==> config.mk <==
export PLATFORM = sky130hd
export DESIGN_NAME = bech32_checksum_codec
export DESIGN_NICKNAME = d
export VERILOG_FILES = /design/src/rtl/bcc_pkg.sv /design/src/rtl/bcc_front.sv /design/src/rtl/bcc_queue.sv /design/src/rtl/bcc_back.sv /design/src/rtl/bech32_checksum_codec.sv
export SDC_FILE = /design/constraint.sdc
export NUM_CORES = 1
export LEC_CHECK = 0
export ABC_CLOCK_PERIOD_IN_PS = 3600
export BUFFER_PORTS_ARGS = -buffer_cell sky130_fd_sc_hd__buf_2
export CAP_MARGIN = 10
export CORE_ASPECT_RATIO = 1.5
export CORE_MARGIN = 1
export CORE_UTILIZATION = 35
export DETAILED_ROUTE_END_ITERATION = 10
export HOLD_SLACK_MARGIN = 0.12
export PLACE_DENSITY = 0.53
export SETUP_SLACK_MARGIN = 0.1
export SYNTH_ARGS = -nofsm -noshare
export SYNTH_HDL_FRONTEND = slang
export SYNTH_SLANG_ARGS = --single-unit
export TNS_END_PERCENT = 50
==> constraint.sdc <==
create_clock -name clk -period 3.6 [get_ports clk]
set_input_delay 1.08 -clock clk [delete_from_list [all_inputs] [get_ports clk]]
set_output_delay 1.08 -clock clk [all_outputs]
set_load 0.02 [all_outputs]
==> src/rtl/bcc_pkg.sv <==
// Shared types, constants and functions of the bech32 checksum codec.
package bcc_pkg;

  localparam int MAX_HRP_LEN_DEF = 83;
  localparam int MAX_STRING_LEN  = 90;
  localparam int QUEUE_DEPTH     = 2;

  localparam int DC_W = 7;
  localparam logic [DC_W-1:0] DC_MAX = '1;

  localparam logic [29:0] BECH32_CONST  = 30'h0000_0001;
  localparam logic [29:0] BECH32M_CONST = 30'h2bc8_30a3;

  localparam logic [4:0][29:0] GEN = {
    30'h2a14_62b3, 30'h3d42_33dd, 30'h1ea1_19fa, 30'h2650_8e6d, 30'h3b6a_57b2
  };

  // charset, first character in the top byte
  localparam logic [255:0] CHARSET = "qpzry9x8gf2tvdw0s3jn54khce6mua7l";

  // status codes
  localparam logic [1:0] ST_OK    = 2'd0;
  localparam logic [1:0] ERR_CHAR = 2'd1;
  localparam logic [1:0] ERR_SUM  = 2'd2;
  localparam logic [1:0] ERR_LEN  = 2'd3;

  localparam logic [2:0] CHK_LAST = 3'd5;

  localparam logic KIND_HRP  = 1'b0;
  localparam logic KIND_DATA = 1'b1;
  localparam logic OP_ENCODE = 1'b0;
  localparam logic OP_VERIFY = 1'b1;

  typedef enum logic [2:0] {
    BS_IDLE,
    BS_REPLAY,
    BS_DATA,
    BS_ZERO,
    BS_CHK
  } back_state_t;

  // one classified item as it travels from front to back
  typedef struct packed {
    logic       is_data;
    logic       op;
    logic       bad;
    logic [2:0] hi;
    logic [4:0] sym;
    logic       variant;
    logic       last;
  } item_t;

  function automatic logic [6:0] charset_char(input logic [4:0] s);
    return CHARSET[{~s, 3'b000} +: 7];
  endfunction

  // one BCH polymod step
  function automatic logic [29:0] polymod_step(input logic [29:0] r, input logic [4:0] s);
    logic [29:0] x;
    x = {r[24:0], s};
    for (int j = 0; j < 5; j++) begin
      if (r[25 + j]) begin
        x = x ^ GEN[j];
      end
    end
    return x;
  endfunction

endpackage

==> src/rtl/bcc_front.sv <==
// Input side: range-checks each beat into a queue item, lowercasing in verify mode and charset-decoding verify data.
module bcc_front
  import bcc_pkg::*;
(
  input  logic        in_tvalid,
  output logic        in_tready,
  input  logic [15:0] in_tdata,
  input  logic        in_tuser,
  input  logic        in_tlast,
  input  logic        op,
  input  logic        q_full,
  output logic        push,
  output item_t       item
);

  logic [7:0] value;
  logic [7:0] low_c;
  logic [7:0] c;
  logic       hit;
  logic [4:0] dsym;

  assign value     = in_tdata[7:0];
  assign in_tready = !q_full;
  assign push      = in_tvalid && !q_full;

  always_comb begin
    low_c = (value >= 8'd65 && value <= 8'd90) ? value + 8'd32 : value;
    c     = (op == OP_VERIFY) ? low_c : value;
    hit   = 1'b0;
    dsym  = '0;
    for (int i = 0; i < 32; i++) begin
      if (!low_c[7] && charset_char(5'(i)) == low_c[6:0]) begin
        hit  = 1'b1;
        dsym = 5'(i);
      end
    end

    item.is_data = in_tuser;
    item.op      = op;
    item.variant = in_tdata[8];
    item.last    = in_tlast;
    item.hi      = c[7:5];
    if (in_tuser == KIND_HRP) begin
      item.bad = (c < 8'd33) || (c > 8'd126);
      item.sym = c[4:0];
    end else if (op == OP_ENCODE) begin
      item.bad = value > 8'd31;
      item.sym = value[4:0];
    end else begin
      item.bad = !hit;
      item.sym = dsym;
    end
  end

endmodule

==> src/rtl/bcc_queue.sv <==
// Short item queue between front and back.
module bcc_queue
  import bcc_pkg::*;
(
  input  logic  clk,
  input  logic  rst_n,
  input  logic  push,
  input  item_t item_in,
  input  logic  pop,
  output item_t head,
  output logic  empty,
  output logic  full
);

  localparam int QA_W = (QUEUE_DEPTH > 1) ? $clog2(QUEUE_DEPTH) : 1;
  localparam int QC_W = $clog2(QUEUE_DEPTH + 1);

  item_t             slot_r [QUEUE_DEPTH];
  logic [QA_W-1:0]   wp_r, wp_nxt;
  logic [QA_W-1:0]   rp_r, rp_nxt;
  logic [QC_W-1:0]   cnt_r, cnt_nxt;

  assign empty = (cnt_r == '0);
  assign full  = (cnt_r == QC_W'(QUEUE_DEPTH));
  assign head  = slot_r[rp_r];

  always_comb begin
    wp_nxt  = wp_r;
    rp_nxt  = rp_r;
    cnt_nxt = cnt_r;
    if (push && !full) begin
      wp_nxt = (wp_r == QA_W'(QUEUE_DEPTH - 1)) ? '0 : wp_r + QA_W'(1);
    end
    if (pop && !empty) begin
      rp_nxt = (rp_r == QA_W'(QUEUE_DEPTH - 1)) ? '0 : rp_r + QA_W'(1);
    end
    if ((push && !full) && !(pop && !empty)) begin
      cnt_nxt = cnt_r + QC_W'(1);
    end else if (!(push && !full) && (pop && !empty)) begin
      cnt_nxt = cnt_r - QC_W'(1);
    end
  end

  always_ff @(posedge clk) begin
    if (!rst_n) begin
      wp_r  <= '0;
      rp_r  <= '0;
      cnt_r <= '0;
    end else begin
      wp_r  <= wp_nxt;
      rp_r  <= rp_nxt;
      cnt_r <= cnt_nxt;
    end
  end

  always_ff @(posedge clk) begin
    if (push && !full) begin
      slot_r[wp_r] <= item_in;
    end
  end

endmodule

==> src/rtl/bcc_back.sv <==
// Execution side: polymod residue, HRP store and replay, checksum emit, output register.
module bcc_back
  import bcc_pkg::*;
#(
  parameter int MAX_HRP_LEN = MAX_HRP_LEN_DEF
) (
  input  logic       clk,
  input  logic       rst_n,
  input  item_t      head,
  input  logic       q_empty,
  output logic       pop,
  output logic       out_tvalid,
  input  logic       out_tready,
  output logic [6:0] out_char,
  output logic [1:0] out_status,
  output logic       out_variant,
  output logic       out_final
);

  localparam int HRP_AW = (MAX_HRP_LEN > 1) ? $clog2(MAX_HRP_LEN) : 1;
  localparam int HC_W   = $clog2(MAX_HRP_LEN + 1);
  localparam int TOT_W  = $clog2(MAX_HRP_LEN + 135);

  back_state_t       state_r, state_nxt;
  logic [29:0]       res_r, res_nxt;
  logic [HC_W-1:0]   hc_r, hc_nxt;
  logic [DC_W-1:0]   dc_r, dc_nxt;
  logic              exp_r, exp_nxt;
  logic [1:0]        err_r, err_nxt;
  logic [HRP_AW-1:0] idx_r, idx_nxt;
  logic [2:0]        cnt_r, cnt_nxt;
  item_t             cur_r, cur_nxt;

  logic              ov_r, ov_nxt;
  logic [6:0]        ochar_r, ochar_nxt;
  logic [1:0]        ostat_r, ostat_nxt;
  logic              ovar_r, ovar_nxt;
  logic              ofin_r, ofin_nxt;

  logic [4:0]        mem [MAX_HRP_LEN];
  logic [4:0]        rdata_r;
  logic              we;
  logic [HRP_AW-1:0] waddr;
  logic [HRP_AW-1:0] raddr;

  logic              out_free;
  logic              step_go;
  item_t             s;
  logic [DC_W-1:0]   dc_n;
  logic [29:0]       r1;
  logic [TOT_W-1:0]  total;
  logic              found;
  logic              clear;

  assign out_free    = !ov_r || out_tready;
  assign out_tvalid  = ov_r;
  assign out_char    = ochar_r;
  assign out_status  = ostat_r;
  assign out_variant = ovar_r;
  assign out_final   = ofin_r;

  always_comb begin
    state_nxt = state_r;
    res_nxt   = res_r;
    hc_nxt    = hc_r;
    dc_nxt    = dc_r;
    exp_nxt   = exp_r;
    err_nxt   = err_r;
    idx_nxt   = idx_r;
    cnt_nxt   = cnt_r;
    cur_nxt   = cur_r;
    ov_nxt    = ov_r && !out_tready;
    ochar_nxt = ochar_r;
    ostat_nxt = ostat_r;
    ovar_nxt  = ovar_r;
    ofin_nxt  = ofin_r;
    pop       = 1'b0;
    we        = 1'b0;
    waddr     = hc_r[HRP_AW-1:0];
    raddr     = '0;
    step_go   = 1'b0;
    clear     = 1'b0;
    s         = head;
    dc_n      = dc_r;
    r1        = res_r;
    total     = '0;
    found     = 1'b0;

    case (state_r)
      BS_IDLE: begin
        if (!q_empty) begin
          if (head.is_data == KIND_HRP) begin
            pop = 1'b1;
            if (!exp_r) begin
              if (head.bad && err_nxt == ST_OK) err_nxt = ERR_CHAR;
              if (hc_r >= HC_W'(MAX_HRP_LEN)) begin
                if (err_nxt == ST_OK) err_nxt = ERR_LEN;
              end else begin
                we      = 1'b1;
                hc_nxt  = hc_r + HC_W'(1);
                res_nxt = polymod_step(res_r, {2'b00, head.hi});
              end
            end
          end else if (!exp_r) begin
            // first data item: fold the separator, then replay stored low bits
            pop     = 1'b1;
            cur_nxt = head;
            exp_nxt = 1'b1;
            if (hc_r == '0 && err_nxt == ST_OK) err_nxt = ERR_LEN;
            res_nxt   = polymod_step(res_r, 5'd0);
            idx_nxt   = '0;
            state_nxt = (hc_r == '0) ? BS_DATA : BS_REPLAY;
          end else if (out_free) begin
            pop     = 1'b1;
            step_go = 1'b1;
          end
        end
      end
      BS_REPLAY: begin
        res_nxt = polymod_step(res_r, rdata_r);
        idx_nxt = idx_r + HRP_AW'(1);
        raddr   = idx_r + HRP_AW'(1);
        if (HC_W'(idx_r) + HC_W'(1) == hc_r) state_nxt = BS_DATA;
      end
      BS_DATA: begin
        s = cur_r;
        if (out_free) step_go = 1'b1;
      end
      BS_ZERO: begin
        res_nxt = polymod_step(res_r, 5'd0);
        cnt_nxt = cnt_r + 3'd1;
        if (cnt_r == CHK_LAST) begin
          res_nxt   = res_nxt ^ (cur_r.variant ? BECH32M_CONST : BECH32_CONST);
          cnt_nxt   = '0;
          state_nxt = BS_CHK;
        end
      end
      BS_CHK: begin
        if (out_free) begin
          ov_nxt    = 1'b1;
          ochar_nxt = charset_char(res_r[29:25]);
          ostat_nxt = err_r;
          ovar_nxt  = cur_r.variant;
          ofin_nxt  = (cnt_r == CHK_LAST);
          res_nxt   = {res_r[24:0], 5'd0};
          cnt_nxt   = cnt_r + 3'd1;
          if (cnt_r == CHK_LAST) begin
            clear     = 1'b1;
            state_nxt = BS_IDLE;
          end
        end
      end
      default: begin
        state_nxt = BS_IDLE;
      end
    endcase

    if (step_go) begin
      dc_n    = (dc_r == DC_MAX) ? dc_r : dc_r + DC_W'(1);
      dc_nxt  = dc_n;
      if (s.bad && err_nxt == ST_OK) err_nxt = ERR_CHAR;
      r1      = polymod_step(res_r, s.bad && s.op == OP_VERIFY ? 5'd0 : s.sym);
      res_nxt = r1;
      ov_nxt  = 1'b1;
      if (s.op == OP_ENCODE) begin
        total = TOT_W'(hc_r) + TOT_W'(dc_n) + TOT_W'(7);
        if (s.last && total > TOT_W'(MAX_STRING_LEN) && err_nxt == ST_OK) err_nxt = ERR_LEN;
        ochar_nxt = charset_char(s.sym);
        ostat_nxt = err_nxt;
        ovar_nxt  = s.variant;
        ofin_nxt  = 1'b0;
        if (s.last) begin
          cur_nxt   = s;
          cnt_nxt   = '0;
          state_nxt = BS_ZERO;
        end else begin
          state_nxt = BS_IDLE;
        end
      end else begin
        total = TOT_W'(hc_r) + TOT_W'(dc_n) + TOT_W'(1);
        if (s.last) begin
          if ((dc_n < DC_W'(6) || total < TOT_W'(8) || total > TOT_W'(MAX_STRING_LEN))
              && err_nxt == ST_OK) err_nxt = ERR_LEN;
          if (r1 == BECH32_CONST) begin
            found = 1'b0;
          end else if (r1 == BECH32M_CONST) begin
            found = 1'b1;
          end else if (err_nxt == ST_OK) begin
            err_nxt = ERR_SUM;
          end
          if (err_nxt != ST_OK) found = 1'b0;
          clear = 1'b1;
        end
        ochar_nxt = '0;
        ostat_nxt = err_nxt;
        ovar_nxt  = found;
        ofin_nxt  = s.last;
        state_nxt = BS_IDLE;
      end
    end

    if (clear) begin
      res_nxt = BECH32_CONST;
      hc_nxt  = '0;
      dc_nxt  = '0;
      exp_nxt = 1'b0;
      err_nxt = ST_OK;
    end
  end

  always_ff @(posedge clk) begin
    if (!rst_n) begin
      state_r <= BS_IDLE;
      res_r   <= BECH32_CONST;
      hc_r    <= '0;
      dc_r    <= '0;
      exp_r   <= 1'b0;
      err_r   <= ST_OK;
      idx_r   <= '0;
      cnt_r   <= '0;
      ov_r    <= 1'b0;
    end else begin
      state_r <= state_nxt;
      res_r   <= res_nxt;
      hc_r    <= hc_nxt;
      dc_r    <= dc_nxt;
      exp_r   <= exp_nxt;
      err_r   <= err_nxt;
      idx_r   <= idx_nxt;
      cnt_r   <= cnt_nxt;
      ov_r    <= ov_nxt;
    end
  end

  always_ff @(posedge clk) begin
    cur_r   <= cur_nxt;
    ochar_r <= ochar_nxt;
    ostat_r <= ostat_nxt;
    ovar_r  <= ovar_nxt;
    ofin_r  <= ofin_nxt;
  end

  // HRP low-bit store, one write and one registered read per cycle
  always_ff @(posedge clk) begin
    if (we) begin
      mem[waddr] <= head.sym;
    end
    rdata_r <= mem[raddr];
  end

  // replay only runs once the separator has been folded
  assert property (@(posedge clk) disable iff (!rst_n)
    (state_r == BS_REPLAY) |-> exp_r)
    else $error("replay without expansion");

  // no error is raised or dropped while the HRP is replayed
  assert property (@(posedge clk) disable iff (!rst_n)
    (state_r == BS_REPLAY) |=> (err_r == $past(err_r)))
    else $error("error code moved during replay");

  // stored HRP length never passes the store depth
  assert property (@(posedge clk) disable iff (!rst_n)
    hc_r <= HC_W'(MAX_HRP_LEN))
    else $error("hrp count overflow");

  // the checksum phase never counts past six symbols
  assert property (@(posedge clk) disable iff (!rst_n)
    (state_r == BS_ZERO || state_r == BS_CHK) |-> (cnt_r <= CHK_LAST))
    else $error("checksum counter out of range");

  // a final beat always leaves the string state cleared
  assert property (@(posedge clk) disable iff (!rst_n)
    (ov_nxt && ofin_nxt && !(ov_r && !out_tready)) |=> (!exp_r && hc_r == '0))
    else $error("string state not cleared after final beat");

endmodule

==> src/rtl/bech32_checksum_codec.sv <==
// Top level of the streaming bech32 / bech32m checksum encoder and verifier.
// One string is fed as beats on in_*: HRP characters (in_tuser = 0) first, then
// data items (in_tuser = 1) with in_tlast on the final one. cfg_data selects the
// operation (0 encode, 1 verify); the user must ensure it is written only while
// the block is idle, which the block does not enforce. Each beat is tagged with
// the operation current when it is accepted. A front stage classifies beats
// (lowercasing, range check, charset decode) into a two-entry queue; a back
// engine owns the 30-bit polymod residue, an MAX_HRP_LEN-deep HRP store and the
// output register. A data beat waits on output backpressure; the first data
// beat of a string first folds the separator, then replays the stored HRP low
// bits one per cycle through the store's single read port. An encode last beat
// is followed by folding six zero symbols and then 6 checksum beats, one per
// cycle while out_tready is high. Verify gives one result beat per data beat,
// the final one carrying the verdict. status is the sticky error so far.
module bech32_checksum_codec
  import bcc_pkg::*;
#(
  parameter int MAX_HRP_LEN = MAX_HRP_LEN_DEF
) (
  input  logic        clk,
  input  logic        rst_n,
  // configuration
  input  logic        cfg_valid,
  output logic        cfg_ready,
  input  logic        cfg_data,     // operation
  // input stream
  input  logic        in_tvalid,
  output logic        in_tready,
  input  logic [15:0] in_tdata,     // [7:0] value, [8] variant, rest zero
  input  logic        in_tuser,     // [0] kind
  input  logic        in_tlast,
  // result stream
  output logic        out_tvalid,
  input  logic        out_tready,
  output logic [15:0] out_tdata,    // [6:0] out_char, [8:7] status, [9] found_variant
  output logic        out_tlast
);

  logic       op_r;
  logic       push;
  item_t      fr_item;
  item_t      q_head;
  logic       q_empty;
  logic       q_full;
  logic       q_pop;
  logic [6:0] o_char;
  logic [1:0] o_status;
  logic       o_variant;

  // operation register, always ready
  assign cfg_ready = 1'b1;

  always_ff @(posedge clk) begin
    if (!rst_n) begin
      op_r <= OP_ENCODE;
    end else if (cfg_valid) begin
      op_r <= cfg_data;
    end
  end

  bcc_front u_front (
    .in_tvalid (in_tvalid),
    .in_tready (in_tready),
    .in_tdata  (in_tdata),
    .in_tuser  (in_tuser),
    .in_tlast  (in_tlast),
    .op        (op_r),
    .q_full    (q_full),
    .push      (push),
    .item      (fr_item)
  );

  bcc_queue u_queue (
    .clk     (clk),
    .rst_n   (rst_n),
    .push    (push),
    .item_in (fr_item),
    .pop     (q_pop),
    .head    (q_head),
    .empty   (q_empty),
    .full    (q_full)
  );

  bcc_back #(
    .MAX_HRP_LEN (MAX_HRP_LEN)
  ) u_back (
    .clk         (clk),
    .rst_n       (rst_n),
    .head        (q_head),
    .q_empty     (q_empty),
    .pop         (q_pop),
    .out_tvalid  (out_tvalid),
    .out_tready  (out_tready),
    .out_char    (o_char),
    .out_status  (o_status),
    .out_variant (o_variant),
    .out_final   (out_tlast)
  );

  // pack result fields, zero padded to two bytes
  assign out_tdata = {6'd0, o_variant, o_status, o_char};

endmodule
# == Yosys cells after proc, flatten, opt, wreduce, memory -nomap -nowiden ==
# Memory sizes are Yosys's and may differ from the RTL's. A register that Yosys moved wholly into a read port is not among the register bits.
# Index checks and enable logic that the tools add are counted.
# op_classes
addsub,12
magnitude_cmp,10
n_eq_ne,55
shift,2
mux,267
n_bitwise,32
n_reduce_logical,79
# ops
operator,n
$mux 30,78
$shiftx 256x9->7 const A,2
$eq 7x7->1 const A,23
$mux 29,5
$pmux 30 s4,1
$mux 13,8
$mux 5,19
$not 17->17,5
$not 16->16,5
$mux 2,39
$mux 1,77
$not 18->18,4
$not 14->14,5
$not 13->13,5
$eq 6x7->1 const A,9
$mux 7,9
$mux 3,17
$logic_and 1x1->1,46
$mux 4,8
$eq 30x1->1 const B,1
$eq 30x30->1 const B,1
$xor 30x30->30,1
$gt 8x7->1 const B,3
$add 7x1->7 const B,3
other kinds (47),83
# totals
reg_bits,90
mem_bits_rw,441
input_bits,24
wordCells,483
n_memories,2
# mem_list
memory,words,width,rd,rd_clocked_by_memory_dff,write_ports,line_no,source
u_back.mem,83,5,1,1,1,bcc_back.sv:40,logic [4:0] mem [MAX_HRP_LEN];
u_queue.slot_r,2,13,1,1,1,bcc_queue.sv:18,item_t slot_r [QUEUE_DEPTH];

# == Longest topological paths before layout ==
# depth
ltp_word,40
mapped_depth,17

# == By module ==
# Synthesis repeated with hierarchy kept, for this count alone.
# unflattened
cells_unflattened,2097
hier_area_um2,25617.1
# by_module_without_submodules
mod,n_inst,cells_per_inst,area_each_um2,seq_area_each_um2
bcc_back,1,1862,23279.8,14293.7
bcc_queue,1,65,1166.1,880.8
bcc_front,1,157,1067.3,0.0
bech32_checksum_codec,1,13,103.8,20.0

# == Worst setup path before layout ==
# Ideal clock, no wire load.
# synth_path
kind,reg2reg
from,register u_back.dc_r[0]
to,"register u_back.ovar_r (netlist: u_back.out_variant), data pin"
setup_ns,0.152
t_arrival_ns,3.668
required_time_ns,3.448
slack_ns,-0.220
stages_incl_launch_ff,16
path_buffers,0
cell_sequence,dfxtp_1 > ha_1 > nand2_1 > nor2_1 > nand2_1 > mux2i_1 > inv_1 > ha_1 > a211oi_1 > nor2_1 > o311ai_0 > a21oi_1 > xor2_1 > o21ai_0 > or3_1 > o21ai_0
# synth_via
elab_chain_cells,24
elab_cells_between_ends,27
# synth_rtl
element,line_no,source
start: declaration,bcc_back.sv:27,"logic [DC_W-1:0] dc_r, dc_nxt;"
start signal: assignment,bcc_back.sv:226,dc_r <= dc_nxt;
$add 7x1->7 or $eq 7x7->1 (tied branches),bcc_back.sv:159,dc_n = (dc_r == DC_MAX) ? dc_r : dc_r + DC_W'(1);
$mux 7 *,bcc_back.sv:159,
$add 7x7->8,bcc_back.sv:180,total = TOT_W'(hc_r) + TOT_W'(dc_n) + TOT_W'(1);
$add 8x1->8,bcc_back.sv:180,
$lt 8x4->1,bcc_back.sv:182,if ((dc_n < DC_W'(6) || total < TOT_W'(8) || total > TOT_W'(MAX_STRING_LEN))
$logic_or 1x1->1,bcc_back.sv:182,
$logic_or 1x1->1 *,bcc_back.sv:182,
$logic_and 1x1->1 *,bcc_back.sv:183,&& err_nxt == ST_OK) err_nxt = ERR_LEN;
(+9 left out),n/a,
$mux 2 *,bcc_back.sv:165,if (s.op == OP_ENCODE) begin
$mux 2 *,bcc_back.sv:158,if (step_go) begin
$reduce_bool 2->1 *,bcc_back.sv:191,if (err_nxt != ST_OK) found = 1'b0;
$mux 1 *,bcc_back.sv:191,
$mux 1 *,bcc_back.sv:181,if (s.last) begin
$mux 1 *,bcc_back.sv:165,
$mux 1 *,bcc_back.sv:158,
via u_back.ovar_nxt,bcc_back.sv:37,"logic ovar_r, ovar_nxt;"
end signal: assignment,bcc_back.sv:239,ovar_r <= ovar_nxt;
end: declaration,bcc_back.sv:37,
# The timed path passes the listed nets; every way through them passes the cells marked *. The select of a mux whose other input is x is not followed.
# A chain may end at the register's enable or synchronous reset.

# == Worst setup path after layout ==
# layout_path
from,register u_back.dc_r[0]
to,"register u_back.ostat_r[0] (netlist: u_back.out_status[0]), data pin"
# layout_via
elab_chain_cells,22
elab_cells_between_ends,30
# layout_rtl
element,line_no,source
$add 7x1->7 or $eq 7x7->1 (tied branches),bcc_back.sv:159,
$mux 7 *,bcc_back.sv:159,
$add 7x7->8,"bcc_back.sv:166, bcc_back.sv:180",
$add 8x1->8,bcc_back.sv:180,
$lt 8x4->1,bcc_back.sv:182,
$logic_or 1x1->1 (2 in a row),bcc_back.sv:182,
$logic_and 1x1->1,bcc_back.sv:183,
$mux 2,bcc_back.sv:182,
(+6 left out),n/a,
$mux 2,bcc_back.sv:184,if (r1 == BECH32_CONST) begin
$mux 2,bcc_back.sv:181,
$mux 2,bcc_back.sv:165,
$mux 2,bcc_back.sv:158,
$mux 2,bcc_back.sv:181,
$mux 2 *,bcc_back.sv:165,
$mux 2 *,bcc_back.sv:158,
via u_back.ostat_nxt[0],bcc_back.sv:36,"logic [1:0] ostat_r, ostat_nxt;"
end signal: assignment,bcc_back.sv:238,ostat_r <= ostat_nxt;
end: declaration,bcc_back.sv:36,
# Marked as above.

==> impl_metrics.py <==
metrics = {
    "cts": {
        "path_clk_slew_ns": 0.07,
        "cts.path.max_buffers": 3,
        "htreeDepth": 2,
        "cts.sinks": 533,
        "numCtsBuffers": 51,
        "cts_root_buf": "clkbuf_16",
        "worst_skew_pair.late_latency_ns": 0.63,
        "cts_tree": "built",
    },
    "synthesis": {
        "syn_inst": 2119,
        "syn_area_mm2": 0.0254,
        "synth-seq-area-share_pct": 59.8,
        "ys_warn_count": 0,
        "synth_seq_cells": 533,
        "post-synth-top-area-fraction_pct": 53.4,
        "ys.flop_type": "edfxtp_1",
        "synth_top_area_cell": "edfxtp_1",
        "synth_area_leaders": "edfxtp_1 53%, dfxtp_1 6.4%, mux4_2 4.1%",
        "synth_edf_count": 452,
        "ys_types": 90,
        "async_reset_ff_share_pct": 0,
        "avgSynthCellArea_um2": 12.0,
    },
    "place": {
        "hpwl_um": 49800,
        "place_congestion": 0.862,
        "port_buffers": 29,
    },
    "setup_path": {
        "crit_start": "u_back.dc_r[0]",
        "timing.rr.start": "u_back.dc_r[0]",
        "crit_buf_inv": 2,
        "crit_chain": "ha_4 > nand2_4 > nor2_4 > nand2_2 > xor2_2 > ha_2 > inv_1 > fa_2 > nor2b_4 > o22ai_2 > xnor2_1 > buf_4 > and4b_1 > a311oi_2 > o32ai_2 > o211ai_1 > nand3_1",
        "worstSetupEndpointType": "flop",
        "crit_path_max_fanout": 4,
        "cp.arrival_ns": 3.77,
        "critPathLaunchType": "flop",
        "crit_slowest_cell": "fa_2",
        "worstSetupPathType": "flop to flop",
        "cp_slowest_stage_delay_ns": 0.42,
        "cpLargestDelayFamily": "adder cells",
        "reg2reg_slack_ns": 0.19,
        "critPathRequiredTime_ns": 3.96,
    },
    "worst_hold_path": {
        "hold_path_class": "flop to flop",
        "min_from": "u_back.idx_r[6]",
    },
    "die": {
        "rows": 120,
        "core-area_mm2": 0.0716,
        "initial_utilization_pct": 35.5,
        "dieArea_mm2": 0.0738,
        "ios": 44,
        "die_w_um": 222,
        "die_y_um": 332,
    },
    "sta": {
        "finalSetupViolations": 0,
        "setup_tns_ns": 0,
        "slew-limit-headroom_pct": 32.3,
        "whs_ns": 0.485,
        "period_needed_ns": 3.41,
        "worst_pin_slew_ns": 1.02,
        "hold_viol_final": 0,
        "maxSlewViolCount": 0,
        "min_period_over_period_pct": 94.8,
        "fin_skew_ns": 0.0203,
        "rsz0062_at_grt": "yes",
        "fmax_mhz": 293,
    },
    "power_and_ir_drop": {
        "vdd_drop_max_v": 0.000511,
        "leakage_uw": 0.00982,
        "p_total_uw": 22900,
        "p_per_area_mw_per_mm2": 770,
    },
    "drt": {
        "totalWireLength_um": 72700,
        "dr.pass1.iters": 5,
        "via_count": 17900,
        "ant_nets": 0,
        "wl_per_cell_um": 22.8,
        "drtIter0Drc": 1310,
        "drc": 0,
        "viasPerCell": 5.60,
    },
    "finish": {
        "drive_gt1_share_pct": 18.2,
        "final_common_cell": "edfxtp_1",
        "final_cell_mix": "452 x edfxtp_1, 225 x nor2_1, 184 x nand2_1",
        "fillers": 6639,
        "nets": 2277,
        "syn_to_final_growth_pct": 16.8,
        "antenna_cells": 0,
    },
    "grt": {
        "grt_start_max_net_pins": 85,
        "antenna_found_initial": 0,
        "grt_pass1_vias": 17600,
        "grtUsageTotal_pct": 19.4,
        "grt_pass1_wl_um": 109000,
        "overflow": 0,
    },
    "status": {
        "outcome": "complete, no violations",
    },
    "run": {
        "cap_viol_max_count": 0,
    },
}
-- synthesized netlist by cell type, types with 6 or more instances --
cell and count:
and3_1 17, a311oi_1 26, a31oi_1 21, inv_1 28, o22ai_1 36, mux2_2 14, nor3_1 38, a211o_1 8
nor2b_1 32, a32o_1 6, dfxtp_1 81, nand2b_1 12, a22oi_1 7, a21boi_0 6, o221ai_1 47, edfxtp_1 452
buf_1 19, nand4_1 8, or2_2 10, a221oi_1 10, and2_1 20, buf_4 15, o211ai_1 15, xor2_1 35
o21ai_0 84, nand2_1 187, nor4_1 8, mux4_2 46, buf_2 14, a21oi_1 88, o311ai_0 7, a211oi_1 67
ha_1 21, clkbuf_1 100, nor2_1 230, nand3_1 66, o21a_1 8, mux2i_1 43, a2111oi_0 6, xnor2_1 68
or3_1 12
-- report_power, final --
part / internal (uW) / switching (uW) / total (uW) / leakage (uW)
Sequential: 7600 / 411 / 8010 / 0.00474
Combinational: 3510 / 5350 / 8870 / 0.00418
Clock: 3540 / 2470 / 6000 / 0.000903
-- area by class of cell --
class / instances / area, um^2 / share of cell area [%]
Sequential cell: 533 / 15200 / 51.2
Timing Repair Buffer: 205 / 1630 / 5.50
Inverter: 33 / 124 / 0.417
Tap cell: 915 / 1140 / 3.85
Multi-Input combinational cell: 1407 / 9750 / 32.8
Clock buffer: 60 / 1330 / 4.48
Clock inverter: 35 / 527 / 1.77
-- state kept, by name, summed over array words and instances, names as in the netlist, 2 cells and up, named ones only --
| name | cells |
|---|---|
| u_back.dc_r | 7 |
| u_queue.cnt_r | 2 |
| u_back.idx_r | 7 |
| u_back.res_r | 30 |
| u_back.cur_r | 9 |
| u_queue.slot_r | 26 |
| u_back.rdata_r | 5 |
| u_back.mem | 415 |
| u_back.hc_r | 7 |
| u_back.out_status | 2 |
| u_back.state_r | 3 |
| u_back.out_char | 7 |
| u_back.err_r | 2 |
| u_back.cnt_r | 3 |
-- per-layer routing --
layer	share of wire (%)	vias up	track usage (%)
met1	38	8921	22.2
met5	0	-	0
met3	3.9	140	2.09
met2	54	481	36.2
met4	4.4	0	8.24
li1	-	8316	-
-- worst paths after layout --
| check | to | cells after the start |
|---|---|---|
| setup reg to reg | u_back.out_status[0] | 17 |
| hold reg to reg | u_back.idx_r[6] | 2 |
| setup / recovery | u_back.out_status[0] | 17 |
| hold / removal | u_back.idx_r[6] | 2 |
-- repair_timing --
item,4_1_cts,5_1_grt
setup endpoints to repair,4,7
hold buffers,0,0
buffers inserted,2,6
pin swaps,13,19
cloned,0,1
gates resized for setup,12,36
-- worst reg2reg max path, stage by stage, from the launching register on --
cell	delay (ns)
dfxtp_2	0.35
ha_4	0.15
nand2_4	0.05
nor2_4	0.09
nand2_2	0.08
xor2_2	0.14
ha_2	0.19
inv_1	0.06
fa_2	0.42
nor2b_4	0.16
o22ai_2	0.08
xnor2_1	0.25
buf_4	0.18
and4b_1	0.20
a311oi_2	0.22
o32ai_2	0.13
o211ai_1	0.27
nand3_1	0.13
-- logic make-up (layout without fill, tap and decap cells) --
group,count (synthesis),after routing,share of synthesized area (%)
xor gates and xnor gates,105,105,3.73
DFF,533,533,59.8
other,2,7,0.0295
adders and majority gates,23,23,1.15
AOI/OAI and AO/OA,498,498,13.6
and+or+nand+nor,670,670,12.2
muxes,104,104,6.44
buffers and inverters,184,333,3.10
-- metrics by stage --
step | cells | utilization (%) | setup slack [ns] | instance area [um^2]
floorplan | 2124 | - | 0.0646 | 25500
global placement | 3083 | 38.5 | -0.00907 | 27600
detailed placement | 3083 | 38.5 | -0.0672 | 27600
CTS | 3180 | 41.2 | 0.0853 | 29500
global route | 3188 | 41.5 | 0.00468 | 29700
finish | 3188 | 41.5 | 0.188 | 29700
No activity file was read; power rests on OpenSTA's default activity.
